--- src/rtl/core/gcoin_pkg.sv ---
// Shared types and constants of the greedy coin change block.
// Used by the controller, the datapath and the top level; depends on nothing.
`timescale 1ns / 1ps

package gcoin_pkg;

   localparam int COIN_W          = 16;
   localparam int AMT_W           = 16;
   localparam int SLOT_W          = 3;
   localparam int CIU_W           = 3;
   localparam int NUM_SLOTS       = 7;
   localparam int MAX_COINS_DEF   = 7;
   localparam int AMOUNT_BITS_DEF = 16;

   localparam int REQ_TDATA_W = 16;
   localparam int RSP_TDATA_W = 40;
   localparam int CSR_IDX_W   = 3;
   localparam int CSR_DATA_W  = 16;

   // Register index of the slot count; coin values sit at indexes zero to six.
   localparam logic [CSR_IDX_W-1:0] REG_COINS_IN_USE = 3'd7;

   localparam logic [CIU_W-1:0] COINS_IN_USE_RESET = 3'd7;

   localparam logic [COIN_W-1:0] COIN_RESET [NUM_SLOTS] = '{
      16'd200, 16'd100, 16'd50, 16'd20, 16'd10, 16'd5, 16'd1
   };

   // Commands from the controller to the datapath.
   typedef struct packed {
      logic load;   // take a new amount, start at slot zero
      logic step;   // one quotient bit of the current slot
      logic emit;   // write the result register, move to the next slot
   } gcoin_cmd_type;

   // Status from the datapath to the controller.
   typedef struct packed {
      logic last;   // current slot is the last slot in use
   } gcoin_stat_type;

endpackage

--- src/rtl/core/gcoin_ctrl.sv ---
// Controller of the greedy coin change block: sequences load, division and emit.
// Depends on gcoin_pkg.
`timescale 1ns / 1ps

module gcoin_ctrl #(
   parameter int REM_W = gcoin_pkg::AMOUNT_BITS_DEF
) (
   input  logic                     clock,
   input  logic                     reset,
   input  logic                     req_tvalid,
   output logic                     req_tready,
   output logic                     rsp_tvalid,
   input  logic                     rsp_tready,
   input  gcoin_pkg::gcoin_stat_type stat,
   output gcoin_pkg::gcoin_cmd_type  cmd
);

   localparam int CNT_W = $clog2(REM_W);

   typedef enum logic [2:0] {
      ST_IDLE   = 3'b001,
      ST_DIVIDE = 3'b010,
      ST_EMIT   = 3'b100
   } state_type;

   state_type         state_ff, state_in;
   logic [CNT_W-1:0]  bit_cnt_ff, bit_cnt_in;
   logic              rsp_valid_ff, rsp_valid_in;
   logic              out_free;

   assign req_tready = (state_ff == ST_IDLE);
   assign rsp_tvalid = rsp_valid_ff;
   assign out_free   = !rsp_valid_ff || rsp_tready;

   always_comb begin
      state_in   = state_ff;
      bit_cnt_in = bit_cnt_ff;
      cmd        = '0;
      case (state_ff)
         ST_IDLE: begin
            if (req_tvalid) begin
               cmd.load   = 1'b1;
               bit_cnt_in = CNT_W'(REM_W - 1);
               state_in   = ST_DIVIDE;
            end
         end
         ST_DIVIDE: begin
            cmd.step   = 1'b1;
            bit_cnt_in = bit_cnt_ff - 1'b1;
            if (bit_cnt_ff == '0) begin
               state_in = ST_EMIT;
            end
         end
         ST_EMIT: begin
            if (out_free) begin
               cmd.emit = 1'b1;
               if (stat.last) begin
                  state_in = ST_IDLE;
               end else begin
                  bit_cnt_in = CNT_W'(REM_W - 1);
                  state_in   = ST_DIVIDE;
               end
            end
         end
         default: begin
            state_in = ST_IDLE;
         end
      endcase
   end

   always_comb begin
      if (cmd.emit) begin
         rsp_valid_in = 1'b1;
      end else if (rsp_tready) begin
         rsp_valid_in = 1'b0;
      end else begin
         rsp_valid_in = rsp_valid_ff;
      end
   end

   always_ff @(posedge clock) begin
      if (reset) begin
         state_ff     <= ST_IDLE;
         bit_cnt_ff   <= '0;
         rsp_valid_ff <= 1'b0;
      end else begin
         state_ff     <= state_in;
         bit_cnt_ff   <= bit_cnt_in;
         rsp_valid_ff <= rsp_valid_in;
      end
   end

endmodule

--- src/rtl/core/gcoin_dp.sv ---
// Datapath of the greedy coin change block: denomination registers, restoring
// divider, slot counter and result register. Depends on gcoin_pkg.
`timescale 1ns / 1ps

module gcoin_dp #(
   parameter int MAX_COINS = gcoin_pkg::MAX_COINS_DEF,
   parameter int REM_W     = gcoin_pkg::AMOUNT_BITS_DEF
) (
   input  logic                                 clock,
   input  logic                                 reset,
   input  logic                                 csr_wr_en,
   input  logic [gcoin_pkg::CSR_IDX_W-1:0]      csr_index,
   input  logic [gcoin_pkg::CSR_DATA_W-1:0]     csr_wdata,
   input  logic [gcoin_pkg::AMT_W-1:0]          amount,
   input  gcoin_pkg::gcoin_cmd_type              cmd,
   output gcoin_pkg::gcoin_stat_type             stat,
   output logic [gcoin_pkg::SLOT_W-1:0]         out_slot,
   output logic [gcoin_pkg::COIN_W-1:0]         out_count,
   output logic                                 out_last,
   output logic [gcoin_pkg::COIN_W-1:0]         out_rem
);

   localparam int COIN_W = gcoin_pkg::COIN_W;
   localparam int SLOT_W = gcoin_pkg::SLOT_W;
   localparam int IDX_W  = (MAX_COINS > 1) ? $clog2(MAX_COINS) : 1;

   logic [COIN_W-1:0]          coin_value_ff [MAX_COINS];
   logic [gcoin_pkg::CIU_W-1:0] coins_in_use_ff;

   logic [REM_W-1:0]   rem_ff, rem_in;
   logic [REM_W-1:0]   dq_ff, dq_in;
   logic [COIN_W-1:0]  part_ff, part_in;
   logic [SLOT_W-1:0]  slot_ff, slot_in;

   logic [SLOT_W-1:0]  out_slot_ff;
   logic [COIN_W-1:0]  out_count_ff;
   logic               out_last_ff;
   logic [COIN_W-1:0]  out_rem_ff;

   logic [COIN_W-1:0]  divisor;
   logic               div_zero;
   logic [COIN_W:0]    trial;
   logic [COIN_W:0]    diff;
   logic               fits;
   logic [REM_W-1:0]   next_rem;
   logic [SLOT_W-1:0]  last_idx;
   logic               is_last;

   // Denomination registers. Slots beyond MAX_COINS are never walked.
   for (genvar i = 0; i < MAX_COINS; i++) begin : g_coin
      always_ff @(posedge clock) begin
         if (reset) begin
            coin_value_ff[i] <= gcoin_pkg::COIN_RESET[i];
         end else if (csr_wr_en && (csr_index == gcoin_pkg::CSR_IDX_W'(i))) begin
            coin_value_ff[i] <= csr_wdata[COIN_W-1:0];
         end
      end
   end

   always_ff @(posedge clock) begin
      if (reset) begin
         coins_in_use_ff <= gcoin_pkg::COINS_IN_USE_RESET;
      end else if (csr_wr_en && (csr_index == gcoin_pkg::REG_COINS_IN_USE)) begin
         coins_in_use_ff <= csr_wdata[gcoin_pkg::CIU_W-1:0];
      end
   end

   // A slot count of zero acts as one; a count above MAX_COINS is clipped.
   always_comb begin
      if (coins_in_use_ff == '0) begin
         last_idx = '0;
      end else if (SLOT_W'(coins_in_use_ff) > SLOT_W'(MAX_COINS)) begin
         last_idx = SLOT_W'(MAX_COINS - 1);
      end else begin
         last_idx = SLOT_W'(coins_in_use_ff) - 1'b1;
      end
   end

   assign is_last   = (slot_ff == last_idx);
   assign stat.last = is_last;

   // Restoring division: one quotient bit per step. The dividend shifts out of
   // the top of dq_ff while the quotient shifts in at the bottom.
   assign divisor  = coin_value_ff[slot_ff[IDX_W-1:0]];
   assign div_zero = (divisor == '0);
   assign trial    = {part_ff, dq_ff[REM_W-1]};
   assign diff     = trial - {1'b0, divisor};
   assign fits     = (trial >= {1'b0, divisor});

   // A zero denomination pays nothing and leaves the remainder alone.
   assign next_rem = div_zero ? rem_ff : part_ff[REM_W-1:0];

   always_comb begin
      rem_in  = rem_ff;
      dq_in   = dq_ff;
      part_in = part_ff;
      slot_in = slot_ff;
      if (cmd.load) begin
         rem_in  = amount[REM_W-1:0];
         dq_in   = amount[REM_W-1:0];
         part_in = '0;
         slot_in = '0;
      end else if (cmd.step) begin
         part_in = fits ? diff[COIN_W-1:0] : trial[COIN_W-1:0];
         dq_in   = {dq_ff[REM_W-2:0], fits};
      end else if (cmd.emit) begin
         rem_in  = next_rem;
         dq_in   = next_rem;
         part_in = '0;
         slot_in = slot_ff + 1'b1;
      end
   end

   always_ff @(posedge clock) begin
      rem_ff  <= rem_in;
      dq_ff   <= dq_in;
      part_ff <= part_in;
      slot_ff <= slot_in;
   end

   always_ff @(posedge clock) begin
      if (cmd.emit) begin
         out_slot_ff  <= slot_ff;
         out_count_ff <= div_zero ? '0 : COIN_W'(dq_ff);
         out_last_ff  <= is_last;
         out_rem_ff   <= is_last ? COIN_W'(next_rem) : '0;
      end
   end

   assign out_slot  = out_slot_ff;
   assign out_count = out_count_ff;
   assign out_last  = out_last_ff;
   assign out_rem   = out_rem_ff;

endmodule

--- src/rtl/core/greedy_coin_change.sv ---
// Top level of the greedy coin change block: joins controller and datapath.
// Depends on gcoin_pkg, gcoin_ctrl and gcoin_dp.
//
//   channel  dir  beat contents
//   req_*    in   tdata: amount
//   rsp_*    out  tdata: coin_slot, coin_count, unpaid_remainder; tlast: last_slot
//   csr_*    in   write of register csr_index (0-6 coin values, 7 slot count)
//
// An amount is loaded, then each of the N slots in use is walked in turn: R steps
// of the shared restoring divider, where R = min(AMOUNT_BITS, 16), and then an
// emit step that writes the result register.
// Reset is synchronous and restores the default denominations and slot count.
// A stalled result register holds the walk in its emit step; the next amount is
// accepted as soon as the last result of the previous one is in that register.
`timescale 1ns / 1ps

module greedy_coin_change #(
   parameter int MAX_COINS   = gcoin_pkg::MAX_COINS_DEF,
   parameter int AMOUNT_BITS = gcoin_pkg::AMOUNT_BITS_DEF
) (
   input  logic                                 clock,
   input  logic                                 reset,
   input  logic                                 req_tvalid,
   output logic                                 req_tready,
   input  logic [gcoin_pkg::REQ_TDATA_W-1:0]    req_tdata,   // [15:0] amount
   output logic                                 rsp_tvalid,
   input  logic                                 rsp_tready,
   // [2:0] coin_slot, [18:3] coin_count, [34:19] unpaid_remainder, [39:35] zero
   output logic [gcoin_pkg::RSP_TDATA_W-1:0]    rsp_tdata,
   output logic                                 rsp_tlast,
   input  logic                                 csr_wr_en,
   input  logic [gcoin_pkg::CSR_IDX_W-1:0]      csr_index,
   input  logic [gcoin_pkg::CSR_DATA_W-1:0]     csr_wdata
);

   localparam int REM_W = (AMOUNT_BITS < gcoin_pkg::AMT_W) ? AMOUNT_BITS : gcoin_pkg::AMT_W;
   localparam int PAD_W = gcoin_pkg::RSP_TDATA_W - gcoin_pkg::SLOT_W - 2 * gcoin_pkg::COIN_W;

   gcoin_pkg::gcoin_cmd_type  cmd;
   gcoin_pkg::gcoin_stat_type stat;

   logic [gcoin_pkg::SLOT_W-1:0] out_slot;
   logic [gcoin_pkg::COIN_W-1:0] out_count;
   logic [gcoin_pkg::COIN_W-1:0] out_rem;

   gcoin_ctrl #(
      .REM_W (REM_W)
   ) u_ctrl (
      .clock      (clock),
      .reset      (reset),
      .req_tvalid (req_tvalid),
      .req_tready (req_tready),
      .rsp_tvalid (rsp_tvalid),
      .rsp_tready (rsp_tready),
      .stat       (stat),
      .cmd        (cmd)
   );

   gcoin_dp #(
      .MAX_COINS (MAX_COINS),
      .REM_W     (REM_W)
   ) u_dp (
      .clock     (clock),
      .reset     (reset),
      .csr_wr_en (csr_wr_en),
      .csr_index (csr_index),
      .csr_wdata (csr_wdata),
      .amount    (req_tdata[gcoin_pkg::AMT_W-1:0]),
      .cmd       (cmd),
      .stat      (stat),
      .out_slot  (out_slot),
      .out_count (out_count),
      .out_last  (rsp_tlast),
      .out_rem   (out_rem)
   );

   assign rsp_tdata = {{PAD_W{1'b0}}, out_rem, out_count, out_slot};

endmodule

--- config.mk ---
export PLATFORM = sky130hd
export DESIGN_NAME = greedy_coin_change
export DESIGN_NICKNAME = d
export VERILOG_FILES = /design/src/rtl/core/gcoin_pkg.sv /design/src/rtl/core/gcoin_ctrl.sv /design/src/rtl/core/gcoin_dp.sv /design/src/rtl/core/greedy_coin_change.sv
export SDC_FILE = /design/constraint.sdc
export NUM_CORES = 1
export LEC_CHECK = 0
export BUFFER_PORTS_ARGS = -buffer_cell sky130_fd_sc_hd__buf_4
export CAP_MARGIN = 10
export CORE_MARGIN = 2
export CORE_UTILIZATION = 38
export CTS_CLUSTER_DIAMETER = 150
export DETAILED_ROUTE_END_ITERATION = 8
export PLACE_DENSITY_LB_ADDON = 0.05
export SLEW_MARGIN = 10
export SYNTH_ARGS = -nofsm -noshare
export SYNTH_HDL_FRONTEND = slang
export SYNTH_HIERARCHICAL = 1
export SYNTH_SLANG_ARGS = --single-unit
--- constraint.sdc ---
create_clock -name clock -period 3.5 [get_ports clock]
set_clock_uncertainty 0.2 [all_clocks]
set_input_delay 0.35 -clock clock [delete_from_list [all_inputs] [get_ports clock]]
set_output_delay 0.35 -clock clock [all_outputs]
set_load 0.03 [all_outputs]
==> out/qor.txt <==
status: finished clean
Post-Route Setup TNS: 0 ps
min Tclk post-route: 3480 ps
Max H-tree Level: 1
die area: 29100 sq um
Finished Cell Area: 13300 sq um
area of the mapped netlist: 10500 sq um
WHS Path Cells: 3
Placed Instance Area: 12000 sq um
gr ovfl total: 0
Synth Flop Type: edfxtp_1
Max Slew Vio Count: 0
power density over cell area: 620 nW/um^2
DRT iter0 DRCs: 495
Layout area overhead: 26.3%
routed wire length: 28800 um
register bit total from synthesis: 213
peak supply drop: 292 uV
kind of critical path: register to register
leakage power: 0.00499 uW
Period Utilization, post-route: 99.4%
Die H: 171 um
Distinct cells, synth: 69
largest net degree at the start of global routing: 48
Register-to-Register Path Depth: 15
post-synthesis cell count: 877
Final setup viols: 0
CTS tree: built
Setup WS pre-CTS: -152 ps
first-pass GRT wire length: 44300 um
total CTS buffers: 25
crit path launch type: register
asr flop ratio synth: 0%
DR DRC count: 0
final hold vios: 0
worst-margin pin slew: 1180 ps
Data required, critical path: 3570 ps
Mapped Avg Cell Area: 12.0 sq um
yosys synthesis warning count: 6
Max Fclk: 287 MHz
worst-path cell chain: buf_12, buf_12, nor2b_4, a211o_1, a31oi_1, buf_4, ha_4, a21o_1, a21o_1, or3_1, o21a_1, a21oi_4, buf_12, a21oi_2, a21boi_2
core area: 27100 sq um
max cap viols: 0
register area share after synthesis: 57.5%
clk slew on worst S/H paths: 60 ps
Most Frequent Cell on Critical Path: buf_12
final core occ: 49.2%
setup ws final: 20.5 ps
hold crit path type: input pin to register
Synth area leader: edfxtp_1
Clk Latency, worst-skew pair: 520 ps
Post-DRT Antenna Nets: 0
Avg WL per Cell: 20.0 um
Die Wd: 171 um
initial antenna violation count: 0
proportion of layout cells with a drive suffix above 1: 26.1%
Placer Congestion: 0.825
commonest non-fill, non-tap cell in the layout: edfxtp_1
IO Port Bufs: 77
Starting Density: 38.9%
clk sinks: 213
worst relative slew slack: 20.5%
Final #Nets: 1111
commonest non-fill, non-tap cells in the layout: edfxtp_1 (180), buf_4 (157), and2_1 (96), nor2_1 (46), mux2i_1 (42)
DP HPWL: 19600 um
Synth area leaders: edfxtp_1 (51%), dfxtp_1 (6.3%), and2_1 (5.8%)
max incr delay on CP: 370 ps
FP Rows: 60
vias in the first global route: 7742
via/cell ratio: 5.25
# IOs: 83
Via Count: 7556
CP max stage cell: or3_1
first-pass detailed-route iteration total: 5
GRT Total Usage: 19.9%
Yosys top cell area share: 51.2%
Post-synth EDFFs: 180
Max Fanout on Critical Path: 8
RSZ-0062 raised after global routing: true
Longest Clk Path Bufs: 3
Hold Crit Start: req_tdata[8]
crit path DAT: 3550 ps
CTS root buf: clkbuf_16
crit end category: register
Diodes inserted: 0
[where the power goes]
group          internal [uW]  total [uW]  switching, uW  leakage, uW
Clock                   1310        2310            999     0.000350
Combinational           1110        2500           1390      0.00263
Sequential              3260        3450            193      0.00201
Total                   5680        8260           2580      0.00499
[registers in the layout (all words and copies together), names as in the netlist, named ones only]
name / flops
u_dp/coin_value_ff: 112
u_ctrl/rsp_tvalid: 1
u_dp/out_count: 16
u_dp/part_ff: 16
u_dp/out_last: 1
u_dp/rem_ff: 16
u_dp/slot_ff: 3
u_dp/dq_ff: 16
u_dp/out_slot: 3
u_dp/coins_in_use_ff: 3
u_ctrl/state_ff: 3
u_dp/out_rem: 16
u_ctrl/bit_cnt_ff: 4
[cells in the mapped netlist, types with 3 or more instances]
master and count:
xor2_1 7, and3_1 4, mux4_2 7, a211o_1 9
o21ai_0 29, nor2_1 46, buf_4 11, a21oi_1 32
nand2_1 32, xnor2_1 8, ha_1 21, o21bai_1 5
or3_1 8, o22ai_1 25, and2_1 97, inv_1 23
mux2i_1 48, nor4b_1 3, a31o_2 5, nand2b_1 21
buf_6 3, a211oi_1 7, dfxtp_1 33, a21o_1 7
nand3_2 9, o21ai_1 12, clkbuf_1 27, nor3b_1 5
o31ai_1 5, edfxtp_1 180, nand3_1 12, a32oi_1 3
o21a_1 4, nor2b_1 28, buf_2 10, a31oi_1 40
nor3_1 10
[metrics by stage]
stage	hold slack (ps)	power [uW]	instances
floorplan	214	4920	881
global placement	280	5760	1358
detailed placement	306	5810	1358
CTS	0.714	8240	1431
global route	27.7	8700	1438
finish	12.1	8260	1438
[worst max-delay path, delay by kind of cell (launching register included)]
family | cells | cell delay [ps]
AO/OA/AOI/OAI | 8 | 1490
adder cells (fa/ha/maj) | 1 | 190
AND/OR/NAND/NOR | 2 | 410
flip-flops | 1 | 340
buffers and inverters | 4 | 600
[final cells by class]
type | count | area, sq um
fillers | 2422 | 13800
flip-flops and latches | 213 | 6070
multi-input cells | 592 | 4370
repair buffers | 192 | 1600
clock buffers | 33 | 656
well taps | 372 | 465
inverters | 25 | 101
clock inverters | 11 | 56.3
[routing by layer]
metal	share of wire, %	GRT usage [%]
met1	43	25.0
met3	3.8	2.43
met4	2.8	6.28
met5	0	0
met2	51	35.7
[path summary, 6_finish.rpt]
check | slack (ps) | end
max | 20 | u_dp/dq_ff[0]
min | 10 | u_dp/rem_ff[8]
max reg2reg | 20 | u_dp/dq_ff[0]
min reg2reg | 300 | u_dp/part_ff[1]
[kinds of logic (layout without fill, tap and decap cells)]
logic type      after synthesis  in the layout  share of synthesized area (%)
mux                          56             56                           6.16
other cells                   1              5                         0.0356
buf+inv                      76            261                           3.48
simple gates                293            293                           16.2
flops                       213            213                           57.5
compound gates              201            201                           12.7
fa+ha+maj                    22             22                           2.68
xor+xnor                     15             15                           1.25
[timing repair]
item	in CTS	in global routing
cloned	0	1
pin swaps	11	19
endpoints found under the setup margin	16	17
resized for setup	18	52
hold buffers	25	0
setup buffers	4	6
endpoints found under the hold margin	124	0
(Power assumes the default switching activity.)
